<file path="config.mk">
export PLATFORM = sky130hd
export DESIGN_NAME = ppm_pixel_body_encoder_flat
export DESIGN_NICKNAME = d
export VERILOG_FILES = /design/src/rtl/ppmenc_pkg.sv /design/src/rtl/ppmenc_pix_if.sv /design/src/rtl/ppmenc_byte_if.sv /design/src/rtl/ppmenc_cfg_if.sv /design/src/rtl/ppm_pixel_body_encoder.sv /design/src/flat_wrapper.sv
export SDC_FILE = /design/constraint.sdc
export NUM_CORES = 1
export LEC_CHECK = 0
export BUFFER_PORTS_ARGS = -buffer_cell sky130_fd_sc_hd__buf_4
export CAP_MARGIN = 20
export CORE_MARGIN = 3
export CORE_UTILIZATION = 65
export DETAILED_ROUTE_END_ITERATION = 8
export GPL_TIMING_DRIVEN = 0
export MAX_ROUTING_LAYER = met4
export PLACE_DENSITY_LB_ADDON = 0.08
export RECOVER_POWER = 25
export SLEW_MARGIN = 15
export SYNTH_ARGS = -nofsm -noshare
export SYNTH_HDL_FRONTEND = slang
export SYNTH_SLANG_ARGS = --single-unit
export TNS_END_PERCENT = 50
</file>
<file path="constraint.sdc">
create_clock -name clk -period 12.5 [get_ports clk]
set_clock_uncertainty 0.15 [all_clocks]
set_input_delay 3.125 -clock clk [delete_from_list [all_inputs] [get_ports clk]]
set_output_delay 3.125 -clock clk [all_outputs]
set_load 0.02 [all_outputs]
</file>
<file path="src/rtl/ppmenc_pkg.sv">
// Shared types, constants and digit helpers for the PPM pixel body encoder.
// No dependencies.
package ppmenc_pkg;

	localparam int COORD_BITS_DEF = 16;
	localparam int DIM_W          = 16;
	localparam int CFG_IDX_W      = 8;
	localparam int CFG_DATA_W     = 16;
	localparam int PIX_W          = 8;
	localparam int MAX_BYTES      = 14;
	localparam int CNT_W          = 4;
	localparam int STREAM_W       = MAX_BYTES * 8;

	localparam logic signed [7:0] BUDGET_FULL    = 8'sd70;
	localparam logic signed [7:0] BUDGET_NEWLINE = 8'sd69;

	localparam logic [7:0] ASCII_ZERO  = 8'h30;
	localparam logic [7:0] ASCII_SPACE = 8'h20;
	localparam logic [7:0] ASCII_LF    = 8'h0A;

	typedef enum logic [CFG_IDX_W-1:0] {
		CFG_OUTPUT_MODE  = 8'd0,
		CFG_IMAGE_WIDTH  = 8'd1,
		CFG_IMAGE_HEIGHT = 8'd2
	} cfg_reg_t;

	typedef enum logic {
		MODE_BINARY = 1'b0,
		MODE_ASCII  = 1'b1
	} out_mode_t;

	// Decimal split of one component; len is the digit count (1..3).
	typedef struct packed {
		logic [3:0] hund;
		logic [3:0] tens;
		logic [3:0] ones;
		logic [1:0] len;
	} digits_t;

	function automatic digits_t to_digits(input logic [7:0] v);
		digits_t    d;
		logic [6:0] rem;
		logic [14:0] prod;
		logic [6:0] tens_x10;
		begin
			if (v >= 8'd200) begin
				d.hund = 4'd2;
				rem    = 7'(v - 8'd200);
			end else if (v >= 8'd100) begin
				d.hund = 4'd1;
				rem    = 7'(v - 8'd100);
			end else begin
				d.hund = 4'd0;
				rem    = v[6:0];
			end
			// rem < 100: rem*205 >> 11 is exact division by ten here
			prod     = 15'(rem) * 15'd205;
			d.tens   = 4'(prod >> 11);
			tens_x10 = 7'(d.tens) * 7'd10;
			d.ones   = 4'(rem - tens_x10);
			if (d.hund != 4'd0)      d.len = 2'd3;
			else if (d.tens != 4'd0) d.len = 2'd2;
			else                     d.len = 2'd1;
			return d;
		end
	endfunction

	// Text of one component with its trailing space, first byte in the low bits.
	function automatic logic [31:0] digit_chunk(input digits_t d);
		logic [7:0] ch_h;
		logic [7:0] ch_t;
		logic [7:0] ch_o;
		begin
			ch_h = ASCII_ZERO + 8'(d.hund);
			ch_t = ASCII_ZERO + 8'(d.tens);
			ch_o = ASCII_ZERO + 8'(d.ones);
			unique case (d.len)
				2'd3:    return {ASCII_SPACE, ch_o, ch_t, ch_h};
				2'd2:    return {8'h00, ASCII_SPACE, ch_o, ch_t};
				default: return {16'h0000, ASCII_SPACE, ch_o};
			endcase
		end
	endfunction

endpackage

</file>
<file path="src/rtl/ppmenc_pix_if.sv">
// Pixel input channel: valid/ready with one RGB pixel per transfer.
// Depends on ppmenc_pkg.
interface ppmenc_pix_if import ppmenc_pkg::*; ();
	logic             valid;
	logic             ready;
	logic [PIX_W-1:0] red;
	logic [PIX_W-1:0] green;
	logic [PIX_W-1:0] blue;

	modport source (output valid, red, green, blue, input ready);
	modport sink   (input valid, red, green, blue, output ready);
endinterface

</file>
<file path="src/rtl/ppmenc_byte_if.sv">
// Byte output channel: valid/ready with one body byte and its flags per transfer.
// Depends on ppmenc_pkg.
interface ppmenc_byte_if import ppmenc_pkg::*; ();
	logic       valid;
	logic       ready;
	logic [7:0] out_byte;
	logic       last_of_pixel;
	logic       end_of_image;

	modport source (output valid, out_byte, last_of_pixel, end_of_image, input ready);
	modport sink   (input valid, out_byte, last_of_pixel, end_of_image, output ready);
endinterface

</file>
<file path="src/rtl/ppmenc_cfg_if.sv">
// Configuration write channel: valid/ready with register index and write data.
// Depends on ppmenc_pkg.
interface ppmenc_cfg_if import ppmenc_pkg::*; ();
	logic                  valid;
	logic                  ready;
	logic [CFG_IDX_W-1:0]  index;
	logic [CFG_DATA_W-1:0] data;

	modport source (output valid, index, data, input ready);
	modport sink   (input valid, index, data, output ready);
endinterface

</file>
<file path="src/rtl/ppm_pixel_body_encoder.sv">
// PPM pixel body encoder: turns raster-order RGB pixels into P6 or P3 body bytes.
// Depends on ppmenc_pkg and the ppmenc_pix_if, ppmenc_byte_if, ppmenc_cfg_if interfaces.
//
// Usage:
//   cfg      : register writes (0 output_mode, 1 image_width, 2 image_height).
//              Always ready; unknown indexes are dropped. Write only while idle.
//   pix_in   : one pixel per transfer, in raster order.
//   byte_out : one body byte per transfer, with last_of_pixel on the final
//              byte of a pixel and end_of_image on the final byte of the image.
// Pipeline: pix_in -> s1 (pixel + row/newline decisions) -> s2 (expanded
//   byte string, shifted out one byte per cycle while byte_out accepts) ->
//   output register. A pixel is registered in s1, expanded into s2, and its
//   first byte is then loaded into the output register that drives byte_out.
// Throughput: one output byte per cycle while byte_out.ready is high; a pixel
//   gives 3 bytes in binary mode and 6 to 14 bytes in ASCII mode, so the byte
//   output port sets the rate. The next pixel is taken while the current one drains.
// Reset: counters clear, budget returns to 70, registers go to binary mode
//   and a 1x1 image; all stages empty.
// Stall: when byte_out.ready is low the output register holds, s2 and s1 fill
//   up, and then pix_in.ready drops. Nothing is lost or repeated.
module ppm_pixel_body_encoder import ppmenc_pkg::*; #(
	parameter int COORD_BITS = COORD_BITS_DEF
) (
	input  logic   clk,
	input  logic   arst_n,
	ppmenc_cfg_if.sink    cfg,
	ppmenc_pix_if.sink    pix_in,
	ppmenc_byte_if.source byte_out
);

	// compare width covers both the counter and the 16-bit bounds
	localparam int CMP_W = ((COORD_BITS > DIM_W) ? COORD_BITS : DIM_W) + 1;

	// configuration registers
	out_mode_t        mode_q;
	logic [DIM_W-1:0] width_q;
	logic [DIM_W-1:0] height_q;

	// position and line state, advanced at pixel acceptance
	logic [COORD_BITS-1:0] column_q;
	logic [COORD_BITS-1:0] row_q;
	logic signed [7:0]     budget_q;

	// stage 1: accepted pixel and its decisions
	logic             s1_v;
	logic [PIX_W-1:0] red_s1, green_s1, blue_s1;
	logic             ascii_s1;
	logic             nl_s1;
	logic             row_end_s1;
	logic             img_end_s1;

	// stage 2: byte string being shifted out, byte 0 in the low bits
	logic [STREAM_W-1:0] bytes_s2;
	logic [CNT_W-1:0]    cnt_s2;
	logic                img_end_s2;

	// output register
	logic       out_v_q;
	logic [7:0] out_byte_q;
	logic       out_last_q;
	logic       out_eoi_q;

	logic accept;
	logic s1_move;
	logic out_load;

	// acceptance-time decisions
	logic [CMP_W-1:0]  col_inc;
	logic [CMP_W-1:0]  row_inc;
	logic              row_end;
	logic              img_end;
	logic              nl_needed;
	digits_t           dg_in [3];
	logic [3:0]        cost;
	logic signed [7:0] budget_base;
	logic signed [7:0] budget_next;

	// expansion of stage 1 into a byte string
	digits_t             dg_s1 [3];
	logic [STREAM_W-1:0] stream;
	logic [CNT_W-1:0]    pos;

	//--------------------------------------------------------------------
	// Configuration port
	//--------------------------------------------------------------------
	assign cfg.ready = 1'b1;

	always_ff @(posedge clk or negedge arst_n) begin
		if (!arst_n) begin
			mode_q   <= MODE_BINARY;
			width_q  <= DIM_W'(1);
			height_q <= DIM_W'(1);
		end else if (cfg.valid) begin
			unique case (cfg.index)
				CFG_OUTPUT_MODE:  mode_q   <= out_mode_t'(cfg.data[0]);
				CFG_IMAGE_WIDTH:  width_q  <= cfg.data[DIM_W-1:0];
				CFG_IMAGE_HEIGHT: height_q <= cfg.data[DIM_W-1:0];
				default: ;
			endcase
		end
	end

	//--------------------------------------------------------------------
	// Handshake control
	//--------------------------------------------------------------------
	assign out_load      = (cnt_s2 != '0) && (!out_v_q || byte_out.ready);
	// s2 frees up when empty or when its last byte moves out this cycle
	assign s1_move       = s1_v && ((cnt_s2 == '0) ||
	                                ((cnt_s2 == CNT_W'(1)) && out_load));
	assign pix_in.ready  = !s1_v || s1_move;
	assign accept        = pix_in.valid && pix_in.ready;

	//--------------------------------------------------------------------
	// Row/image end and character budget, decided at acceptance
	//--------------------------------------------------------------------
	always_comb begin
		col_inc   = CMP_W'(column_q) + CMP_W'(1);
		row_inc   = CMP_W'(row_q) + CMP_W'(1);
		row_end   = col_inc >= CMP_W'(width_q);
		img_end   = row_end && (row_inc >= CMP_W'(height_q));
		nl_needed = (mode_q == MODE_ASCII) && (budget_q < 0);

		dg_in[0] = to_digits(pix_in.red);
		dg_in[1] = to_digits(pix_in.green);
		dg_in[2] = to_digits(pix_in.blue);
		// each component costs its digits plus the space
		cost = 4'(dg_in[0].len) + 4'(dg_in[1].len) + 4'(dg_in[2].len) + 4'd3;

		budget_base = nl_needed ? BUDGET_NEWLINE : budget_q;
		if (row_end)
			budget_next = BUDGET_FULL;
		else if (mode_q == MODE_ASCII)
			budget_next = budget_base - 8'(cost);
		else
			budget_next = budget_q;
	end

	always_ff @(posedge clk or negedge arst_n) begin
		if (!arst_n) begin
			column_q <= '0;
			row_q    <= '0;
			budget_q <= BUDGET_FULL;
		end else if (accept) begin
			budget_q <= budget_next;
			if (row_end) begin
				column_q <= '0;
				row_q    <= img_end ? '0 : row_inc[COORD_BITS-1:0];
			end else begin
				column_q <= col_inc[COORD_BITS-1:0];
			end
		end
	end

	//--------------------------------------------------------------------
	// Stage 1
	//--------------------------------------------------------------------
	always_ff @(posedge clk or negedge arst_n) begin
		if (!arst_n) begin
			s1_v <= 1'b0;
		end else if (accept) begin
			s1_v <= 1'b1;
		end else if (s1_move) begin
			s1_v <= 1'b0;
		end
	end

	always_ff @(posedge clk) begin
		if (accept) begin
			red_s1     <= pix_in.red;
			green_s1   <= pix_in.green;
			blue_s1    <= pix_in.blue;
			ascii_s1   <= (mode_q == MODE_ASCII);
			nl_s1      <= nl_needed;
			row_end_s1 <= row_end;
			img_end_s1 <= img_end;
		end
	end

	//--------------------------------------------------------------------
	// Expansion: pack the pixel's bytes, first byte lowest
	//--------------------------------------------------------------------
	always_comb begin
		dg_s1[0] = to_digits(red_s1);
		dg_s1[1] = to_digits(green_s1);
		dg_s1[2] = to_digits(blue_s1);
		stream   = '0;
		pos      = '0;
		if (ascii_s1) begin
			if (nl_s1) begin
				stream[7:0] = ASCII_LF;
				pos         = CNT_W'(1);
			end
			for (int i = 0; i < 3; i++) begin
				stream = stream | (STREAM_W'(digit_chunk(dg_s1[i])) << {pos, 3'b000});
				pos    = pos + CNT_W'(dg_s1[i].len) + CNT_W'(1);
			end
			if (row_end_s1) begin
				stream = stream | (STREAM_W'(ASCII_LF) << {pos, 3'b000});
				pos    = pos + CNT_W'(1);
			end
		end else begin
			stream[23:0] = {blue_s1, green_s1, red_s1};
			pos          = CNT_W'(3);
		end
	end

	//--------------------------------------------------------------------
	// Stage 2: shift out one byte per output load
	//--------------------------------------------------------------------
	always_ff @(posedge clk or negedge arst_n) begin
		if (!arst_n) begin
			cnt_s2 <= '0;
		end else if (s1_move) begin
			cnt_s2 <= pos;
		end else if (out_load) begin
			cnt_s2 <= cnt_s2 - CNT_W'(1);
		end
	end

	always_ff @(posedge clk) begin
		if (s1_move) begin
			bytes_s2   <= stream;
			img_end_s2 <= img_end_s1;
		end else if (out_load) begin
			bytes_s2 <= bytes_s2 >> 8;
		end
	end

	//--------------------------------------------------------------------
	// Output register
	//--------------------------------------------------------------------
	always_ff @(posedge clk or negedge arst_n) begin
		if (!arst_n) begin
			out_v_q <= 1'b0;
		end else if (out_load) begin
			out_v_q <= 1'b1;
		end else if (byte_out.ready) begin
			out_v_q <= 1'b0;
		end
	end

	always_ff @(posedge clk) begin
		if (out_load) begin
			out_byte_q <= bytes_s2[7:0];
			out_last_q <= (cnt_s2 == CNT_W'(1));
			out_eoi_q  <= (cnt_s2 == CNT_W'(1)) && img_end_s2;
		end
	end

	assign byte_out.valid         = out_v_q;
	assign byte_out.out_byte      = out_byte_q;
	assign byte_out.last_of_pixel = out_last_q;
	assign byte_out.end_of_image  = out_eoi_q;

endmodule

</file>
<file path="src/flat_wrapper.sv">
// flat-port wrapper written by rule: the top's interface ports become plain ports
module ppm_pixel_body_encoder_flat import ppmenc_pkg::*;
#(
	parameter int COORD_BITS = COORD_BITS_DEF
)
  (clk, arst_n, cfg_valid, cfg_index, cfg_data, cfg_ready, pix_in_valid, pix_in_red, pix_in_green, pix_in_blue, pix_in_ready, byte_out_valid, byte_out_out_byte, byte_out_last_of_pixel, byte_out_end_of_image, byte_out_ready);
  ppmenc_cfg_if cfg_i ();
  ppmenc_pix_if pix_in_i ();
  ppmenc_byte_if byte_out_i ();
  input  logic clk;
  input  logic arst_n;
  input wire logic [$bits(cfg_i.valid)-1:0] cfg_valid;
  input wire logic [$bits(cfg_i.index)-1:0] cfg_index;
  input wire logic [$bits(cfg_i.data)-1:0] cfg_data;
  output wire logic [$bits(cfg_i.ready)-1:0] cfg_ready;
  input wire logic [$bits(pix_in_i.valid)-1:0] pix_in_valid;
  input wire logic [$bits(pix_in_i.red)-1:0] pix_in_red;
  input wire logic [$bits(pix_in_i.green)-1:0] pix_in_green;
  input wire logic [$bits(pix_in_i.blue)-1:0] pix_in_blue;
  output wire logic [$bits(pix_in_i.ready)-1:0] pix_in_ready;
  output wire logic [$bits(byte_out_i.valid)-1:0] byte_out_valid;
  output wire logic [$bits(byte_out_i.out_byte)-1:0] byte_out_out_byte;
  output wire logic [$bits(byte_out_i.last_of_pixel)-1:0] byte_out_last_of_pixel;
  output wire logic [$bits(byte_out_i.end_of_image)-1:0] byte_out_end_of_image;
  input wire logic [$bits(byte_out_i.ready)-1:0] byte_out_ready;
  assign cfg_i.valid = cfg_valid;
  assign cfg_i.index = cfg_index;
  assign cfg_i.data = cfg_data;
  assign cfg_ready = cfg_i.ready;
  assign pix_in_i.valid = pix_in_valid;
  assign pix_in_i.red = pix_in_red;
  assign pix_in_i.green = pix_in_green;
  assign pix_in_i.blue = pix_in_blue;
  assign pix_in_ready = pix_in_i.ready;
  assign byte_out_valid = byte_out_i.valid;
  assign byte_out_out_byte = byte_out_i.out_byte;
  assign byte_out_last_of_pixel = byte_out_i.last_of_pixel;
  assign byte_out_end_of_image = byte_out_i.end_of_image;
  assign byte_out_i.ready = byte_out_ready;
  ppm_pixel_body_encoder #(.COORD_BITS(COORD_BITS)) u_core (.clk(clk), .arst_n(arst_n), .cfg(cfg_i), .pix_in(pix_in_i), .byte_out(byte_out_i));
endmodule
</file>
### Word level (Yosys, flattened, before mapping)

Index checks and enable logic that the tools add are counted.

* bitwise gates (word level): 4
* magnitude comparators: 15
* reductions and logical operators: 36
* $mul: 9
* shifts and indexed selects: 4
* multiplexer cells: 64
* eq/ne operators: 9
* $add $sub $neg: 38

Operators with widths (number)
* $mux W112: 3
* $or A112 B112 Y112: 3
* $shl A32 B7 Y112: 3
* $pmux W30 S2: 3
* $or A8 B112 Y112: 1
* $shl A4 B7 Y112 const A: 1
* $mux W32: 3
* $mul A7 B8 Y15 const B: 6
* $mux W88: 1
* $mux W7: 12
* $sub A7 B7 Y7 const B: 12
* $add A6 B4 Y7 const A: 9
* $reduce_bool A4 Y1: 13
* $ge A8 B7 Y1 const B: 6
* $ge A8 B8 Y1 const B: 6
* $mux W4: 11
* $add A16 B1 Y17 const B: 2
* $ge A17 B16 Y1: 2
* $mux W16: 2
* $mux W8: 4
* $mux W2: 13
* $mux W24: 1
* $add A4 B1 Y4 const B: 4
* $add A4 B2 Y4: 4
* 19 further kinds: 54

* output and inout bits: 13
* word-level logic and storage cells: 200
* bits in registers: 230

### Longest topological paths before layout

Gate-level depths: netlist of the first run.

* word-level depth: 18
* depth in mapped cells: 43
* depth with buffers taken out: 40

### Worst setup path after synthesis of the first run

No wires, ideal clock.

* path type: input -> register
* from: input pix_in_red[2]
* to: register u_core.budget_q[5]
* path buffers: 0
* required time: 12169 ps
* data arrival time: 10830 ps
* stages: 34
* path slack: 1339 ps
* cells stage by stage: inv_1 -> ha_1 -> nor3b_1 -> o311ai_0 -> mux2_2 -> xor2_1 -> ha_1 -> fa_1 -> ha_1 -> inv_1 -> fa_1 -> inv_1 -> ha_1 -> and3_1 -> a221oi_1 -> o21ai_0 -> a21o_1 -> a21oi_1 -> xnor2_1 -> or4_1 -> fa_1 -> inv_1 -> ha_1 -> inv_1 -> ha_1 -> inv_1 -> fa_1 -> ha_1 -> a21o_1 -> a221o_1 -> a21oi_1 -> o22ai_1 -> nand2_1 -> o21ai_0

* cells in the longest elaborated chain, start to end: 13
* elaborated cells on any way between the ends: 19
* classes of those cells: add/sub (6); mul (1); order compare (2); mux (8); reduce/logical (2)

Ends and longest elaborated chain
* from (decl): RTL line flat_wrapper.sv:17 `input wire logic [$bits(pix_in_i.red)-1:0] pix_in_red;`
* $sub A7 B7 Y7 or $ge A8 B7 Y1 (tied branches): RTL line ppmenc_pkg.sv:51, ppmenc_pkg.sv:49
* $mux W7: RTL line ppmenc_pkg.sv:49 `end else if (v >= 8'd100) begin`
* $mux W7: RTL line ppmenc_pkg.sv:46 `if (v >= 8'd200) begin`
* $mul A7 B8 Y15: RTL line ppmenc_pkg.sv:57 `prod = 15'(rem) * 15'd205;`
* $reduce_bool A4 Y1: RTL line ppmenc_pkg.sv:62 `else if (d.tens != 4'd0) d.len = 2'd2;`
* $mux W2: RTL line ppmenc_pkg.sv:62
* $mux W2 (*): RTL line ppmenc_pkg.sv:61 `if (d.hund != 4'd0) d.len = 2'd3;`
* $add A2 B2 Y3 (*): RTL line ppm_pixel_body_encoder.sv:127 `cost = 4'(dg_in[0].len) + 4'(dg_in[1].len) + 4'(dg_in[2].len) + 4'd3;`
* $add A4 B2 Y4 (*) (2 in a row): RTL line ppm_pixel_body_encoder.sv:127
* $sub A8 B4 Y8 (*): RTL line ppm_pixel_body_encoder.sv:133 `budget_next = budget_base - 8'(cost);`
* $mux W8 (*): RTL line ppm_pixel_body_encoder.sv:132 `else if (mode_q == MODE_ASCII)`
* $mux W8 (*): RTL line ppm_pixel_body_encoder.sv:130 `if (row_end)`
* to (signal assigned): RTL line ppm_pixel_body_encoder.sv:144 `budget_q <= budget_next;`
* to (decl): RTL line ppm_pixel_body_encoder.sv:42 `logic signed [7:0] budget_q;`

Every way passes the cells marked *; elsewhere a longest branch is shown, timed or not. The select of a mux whose other input is x is not followed.
A chain may end at the register's enable or synchronous reset.

### Worst setup path after layout of the first run

Ends and elaborated chain as after synthesis.

==> flow_summary.yaml, run 1 <==
run_status:
  status: "finished, violations left"
  violations: "capacitance limit, slew limit"
finish:
  syn_to_final_growth_pct: 8.73
  diodes: 0
  final_cells: 2680
  final_layout_size_suffix_gt1_frac: 0.0803
  nets: 2675
  fin_util: 0.725
timing:
  fin_setup_tns_ns: 0
  maxSlewViolCount: 80
  period_share: 0.947
  period_needed_ns: 11.84
  setup_viol: 0
  hold_violations: 0
  max_slew_margin: -1.77
  tightest_slew_ns: 4.15
  fmax_mhz: 84.5
  grt_setup_unrepaired: "no"
  holdWs_ns: 0.271
critical_path:
  critPathMaxStageDelay_ns: 0.68
  crit_top_cell: "ha_1"
  critPathKind: "in2reg"
  critPathLaunchType: "input port"
  critPathMaxFanout: 5
  worst_ep_arrival_time_ns: 12.08
  r2r-end: "u_core.bytes_s2[75]$_DFFE_PP_"
  regToRegSetupSlack_ns: 0.66
  r2r-start: "u_core.red_s1[3]$_DFFE_PP_"
  cp_num_cells: 35
  crit_slowest_cell: "o311ai_0"
  crit_required_ns: 12.74
  critPathTopFamily: "adder cells"
  reg2reg_depth: 41
  end_kind: "register"
  crit_buf_inv: 7
flow_run:
  max_cap_viol_count: 1
floorplan:
  die_h_um: 181
  dieArea_um2: 32900
  ios: 66
  start_util: 0.667
  core_area_um2: 30000
  rows: 63
  die_w_um: 181
routing:
  drc_errors: 0
  vias: 18375
  drt-wirelength-per-cell_um: 23.4
  routed_via_density: 6.86
  first_iter_violations: 2691
  firstDrtPassIters: 7
  antenna_left: 0
  wl_um: 62800
yosys:
  syn_inst: 2181
  synthFlopType: "edfxtp_1"
  ys_top_cells_by_count: "292 x ha_1, 220 x nand2_1, 204 x inv_1"
  synth_area_leaders: "edfxtp_1 19%, ha_1 18%, dfrtp_1 9.3%"
  synth_area_per_cell_um2: 9.16
  yosysWarnings: 0
  synthesis.area_um2: 20000
  synth_enable_flop_cells: 129
  ys_types: 96
  yosysMostFrequentCell: "ha_1"
  ys_seq_area_frac: 0.293
  yosys.area.top_type_share: 0.194
  syn_nets: 2582
  synth_async_sr_flop_share: 0.380
  ys_seq_elements: 208
  yosysTopAreaCell: "edfxtp_1"
grt:
  grt_antenna_before_repair: 0
  grt_max_degree: 80
  overflow: 0
  grtUsageTotal: 0.387
  grt_pass1_vias: 18255
  grt_pass1_wl_um: 99000
clocking:
  clockBufferDepth: 3
  htreeDepth: 1
  worstSkewPairLatency_ns: 0.53
  clkSlewWorstSetupHoldPaths_ns: 0.06
  cts.sinks: 208
  root_buffer: "clkbuf_16"
  postCtsSetupRepairBufs: 0
  tritoncts: "yes"
  cts_hold_buffers: 0
  cts_inserted_buffers: 24
  cts-resized-gates: 0
placed_design:
  routabilityCongestion: 1.06
  post-dp-hpwl_um: 48500
  io_buffers: 64
  placedCellCount: 2638
hold_path:
  whs_endpoint: "u_core.byte_out.out_byte[0]$_DFFE_PP_"
  hp-start: "u_core.bytes_s2[0]$_DFFE_PP_"
  min_path_type: "reg2reg"
  hold_path_depth: 0
==> per-layer routing <==
layer  share of wire  GRT usage  wire, µm  up-vias
met1            0.39      0.500     24300     8814
met5               0          -         0        -
li1                -          -         -     8166
met4           0.056      0.167      3510        0
met3           0.097     0.0538      6090      260
met2            0.46      0.614     28900     1135
==> layout make-up <==
cell class	count	area, µm²
Multi-Input combinational cell	1688	13100
Timing Repair Buffer	68	443
Fill cell	2216	8220
Inverter	207	777
Buffer	77	302
Tap cell	390	488
Clock inverter	16	168
Sequential cell	208	5860
Clock buffer	26	629
==> stage by stage <==
| stage | cell area [µm²] | setup slack (ns) |
|---|---|---|
| 2_1_floorplan | 20000 | 1.34 |
| 3_3_place_gp | 21000 | 0.459 |
| 3_5_place_dp | 21000 | 0.357 |
| 4_1_cts | 21800 | 0.658 |
| 5_1_grt | 21700 | 0.0220 |
| 6_report | 21700 | 0.661 |
==> how the worst max path moves through the flow <==
stage	from	to
2_1_floorplan	pix_in_red[2]	u_core.budget_q[5]$_DFFE_PN0P_
3_3_place_gp	pix_in_red[2]	u_core.budget_q[5]$_DFFE_PN0P_
3_5_place_dp	pix_in_red[2]	u_core.budget_q[5]$_DFFE_PN0P_
4_1_cts	u_core.red_s1[3]$_DFFE_PP_	u_core.bytes_s2[67]$_DFFE_PP_
5_1_grt	u_core.red_s1[3]$_DFFE_PP_	u_core.bytes_s2[67]$_DFFE_PP_
6_report	pix_in_red[2]	u_core.budget_q[5]$_DFFE_PN0P_
==> kinds of logic after synthesis <==
group                      count (synthesis)  share of synthesized area
AOI/OAI and AO/OA                        586                      0.200
xor gates and xnor gates                  88                     0.0418
adders and majority gates                348                      0.239
buffers and inverters                    285                     0.0541
DFF                                      208                      0.293
muxes                                     40                     0.0222
other                                      1                   0.000188
and+or+nand+nor                          625                      0.150
==> sequential cells by signal, summed over array words and instances, names as in the netlist <==
signal	count
u_core.ascii_s1	1
u_core.blue_s1	8
u_core.budget_q	8
u_core.byte_out.end_of_image	1
u_core.byte_out.last_of_pixel	1
u_core.byte_out.out_byte	8
u_core.byte_out.valid	1
u_core.bytes_s2	90
u_core.cnt_s2	4
u_core.column_q	16
u_core.green_s1	8
u_core.height_q	16
u_core.img_end_s1	1
u_core.img_end_s2	1
u_core.mode_q	1
u_core.nl_s1	1
u_core.red_s1	8
u_core.row_end_s1	1
u_core.row_q	16
u_core.s1_v	1
u_core.width_q	16
==> cells in the final DEF (no fill, tap or decap), drive strengths merged, types with 12 or more instances in the layout <==
cell type  synthesis  routed
a21oi            118     118
dfrtp             74      74
fa                56      56
clkbuf            71     123
o21ai            151     151
a211oi            14      14
nor2b             12      12
nor3              39      39
xor2              30      30
and2              19      19
o31ai             21      21
or2               19      19
nand2b            23      23
buf                7      48
o21a              17      17
or3               13      13
nand3             71      71
edfxtp           129     129
nand4             17      17
inv              204     207
and3              22      22
o211ai            19      19
a31oi             32      32
a221oi            16      16
nor2             127     127
a22o              25      25
mux2              35      35
ha               292     292
xnor2             55      55
a21o              24      24
nand2            220     220
Power of run 1 is not shown: default switching activity piles up to over one toggle a cycle in this logic, so the estimate is an artifact.
==> run 2: changes to the inputs <==
- clock period: 12.5 -> 11.4 ns (I/O delays scaled with it)
==> flow_summary.yaml, run 2 (synthesis results as in run 1) <==
hold_path:
  min_path_type: "reg2reg"
critical_path:
  critPathMaxFanout: 6
  crit_slowest_cell: "or4_1"
  worst_ep_arrival_time_ns: 11.25
  critPathLaunchType: "input port"
  crit_top_cell: "ha_1"
  crit_required_ns: 11.64
  end_kind: "register"
  critPathMaxStageDelay_ns: 0.59
  critPathKind: "in2reg"
finish:
  final_layout_size_suffix_gt1_frac: 0.0907
  diodes: 0
  nets: 2678
  final_common_cell: "ha_1"
  num-fill-cells: 2191
  syn_to_final_growth_pct: 9.40
  largest_register_ffs: 90
  largest_register: "u_core.bytes_s2"
  most-common-layout-cells: "292 x ha_1, 220 x nand2_1, 203 x inv_1, 139 x o21ai_0, 129 x edfxtp_1"
run_status:
  status: "finished, violations left"
  violations: "capacitance limit, slew limit"
routing:
  wl_um: 63000
  first_iter_violations: 2529
  drc_errors: 0
  firstDrtPassIters: 6
  drt-wirelength-per-cell_um: 23.5
  vias: 18417
  antenna_left: 0
  routed_via_density: 6.86
floorplan:
  core_area_um2: 30000
  start_util: 0.667
  die_h_um: 181
  ios: 66
  dieArea_um2: 32900
  rows: 63
  die_w_um: 181
clocking:
  tritoncts: "yes"
  htreeDepth: 1
  root_buffer: "clkbuf_16"
  worstSkewPairLatency_ns: 0.53
  cts.sinks: 208
  clockBufferDepth: 3
  clkSlewWorstSetupHoldPaths_ns: 0.06
  cts_inserted_buffers: 24
placed_design:
  io_buffers: 64
  post-dp-hpwl_um: 48500
  routabilityCongestion: 1.06
  dp_slack_ns: -0.468
grt:
  overflow: 0
  grt_pass1_vias: 18265
  grtUsageTotal: 0.387
  grt_max_degree: 80
  grt_pass1_wl_um: 99000
  grt_antenna_before_repair: 0
timing:
  max_slew_margin: -1.76
  period_share: 0.966
  period_needed_ns: 11.01
  fin_setup_tns_ns: 0
  fmax_mhz: 90.8
  layout_setup_ws_ns: 0.388
  maxSlewViolCount: 80
  hold_violations: 0
  setup_viol: 0
  tightest_slew_ns: 4.14
flow_run:
  max_cap_viol_count: 1
## run 2: cell types whose count changed in the layout (fill, tap and decap cells not counted), moves of 2 or more
cell	previous run	this run
a21oi_1	117	114
a21oi_2	1	4
buf_4	40	51
clkbuf_1	96	87
clkinvlp_4	3	5
o21ai_0	141	139
o21ai_2	0	2
xor2_1	29	27
## run 2: through the flow
step / utilization / cell area (µm²) / hold slack [ns] / cells
after detailed placement: 0.702 / 21000 / 0.256 / 2638
after global placement: 0.700 / 21000 / 0.254 / 2635
after CTS: 0.729 / 21800 / 0.269 / 2679
after global routing: 0.730 / 21900 / 0.271 / 2683
final: 0.730 / 21900 / 0.271 / 2683
after floorplan: - / 20000 / 0.250 / 2181
## run 2: area by class of cell
| type | count | area [µm²] | area share |
|---|---|---|---|
| multi-input combinational | 1688 | 13100 | 0.601 |
| buffer | 77 | 303 | 0.0138 |
| clock inverter | 16 | 168 | 0.00767 |
| inverter | 207 | 785 | 0.0359 |
| timing repair buffer | 71 | 495 | 0.0227 |
| tap | 390 | 488 | 0.0223 |
| clock buffer | 26 | 629 | 0.0288 |
| sequential | 208 | 5860 | 0.268 |
## run 2: what timing repair did
action,in CTS,in global routing
endpoints found under the setup margin,28,53
hold buffers,0,0
gates resized for setup,4,17
pin swaps,0,1
buffers inserted,0,4
## run 2: worst paths after layout
kind | from | end | slack [ns] | cells after the start
worst max-delay path | pix_in_red[3] | u_core.budget_q[5]$_DFFE_PN0P_ | 0.39 | 37
worst min-delay path | u_core.bytes_s2[0]$_DFFE_PP_ | u_core.byte_out.out_byte[0]$_DFFE_PP_ | 0.27 | 0
worst max register to register | u_core.red_s1[3]$_DFFE_PP_ | u_core.bytes_s2[75]$_DFFE_PP_ | 0.59 | 41
worst min register to register | u_core.bytes_s2[0]$_DFFE_PP_ | u_core.byte_out.out_byte[0]$_DFFE_PP_ | 0.27 | 0
max in group asynchronous | arst_n | u_core.cnt_s2[3]$_DFFE_PN0P_ | 5.16 | 1
min in group asynchronous | arst_n | u_core.budget_q[0]$_DFFE_PN0P_ | 3.63 | 1
## run 2: routing by layer
layer	share of wire	up-vias	wire length, µm	track usage
met5	0	-	0	-
met4	0.057	0	3600	0.167
met3	0.096	265	6070	0.0540
met2	0.46	1150	29100	0.615
met1	0.39	8834	24300	0.499
li1	-	8168	-	-
## run 2: critical path: cells and delay by family
| family | cells | cell delay (ns) |
|---|---|---|
| AOI/OAI and AO/OA | 11 | 2.17 |
| xor gates and xnor gates | 2 | 0.30 |
| adders and majority gates | 11 | 3.85 |
| buffers and inverters | 7 | 0.50 |
| muxes | 1 | 0.21 |
| and+or+nand+nor | 5 | 1.36 |
Power of run 2 is left out for the same reason.
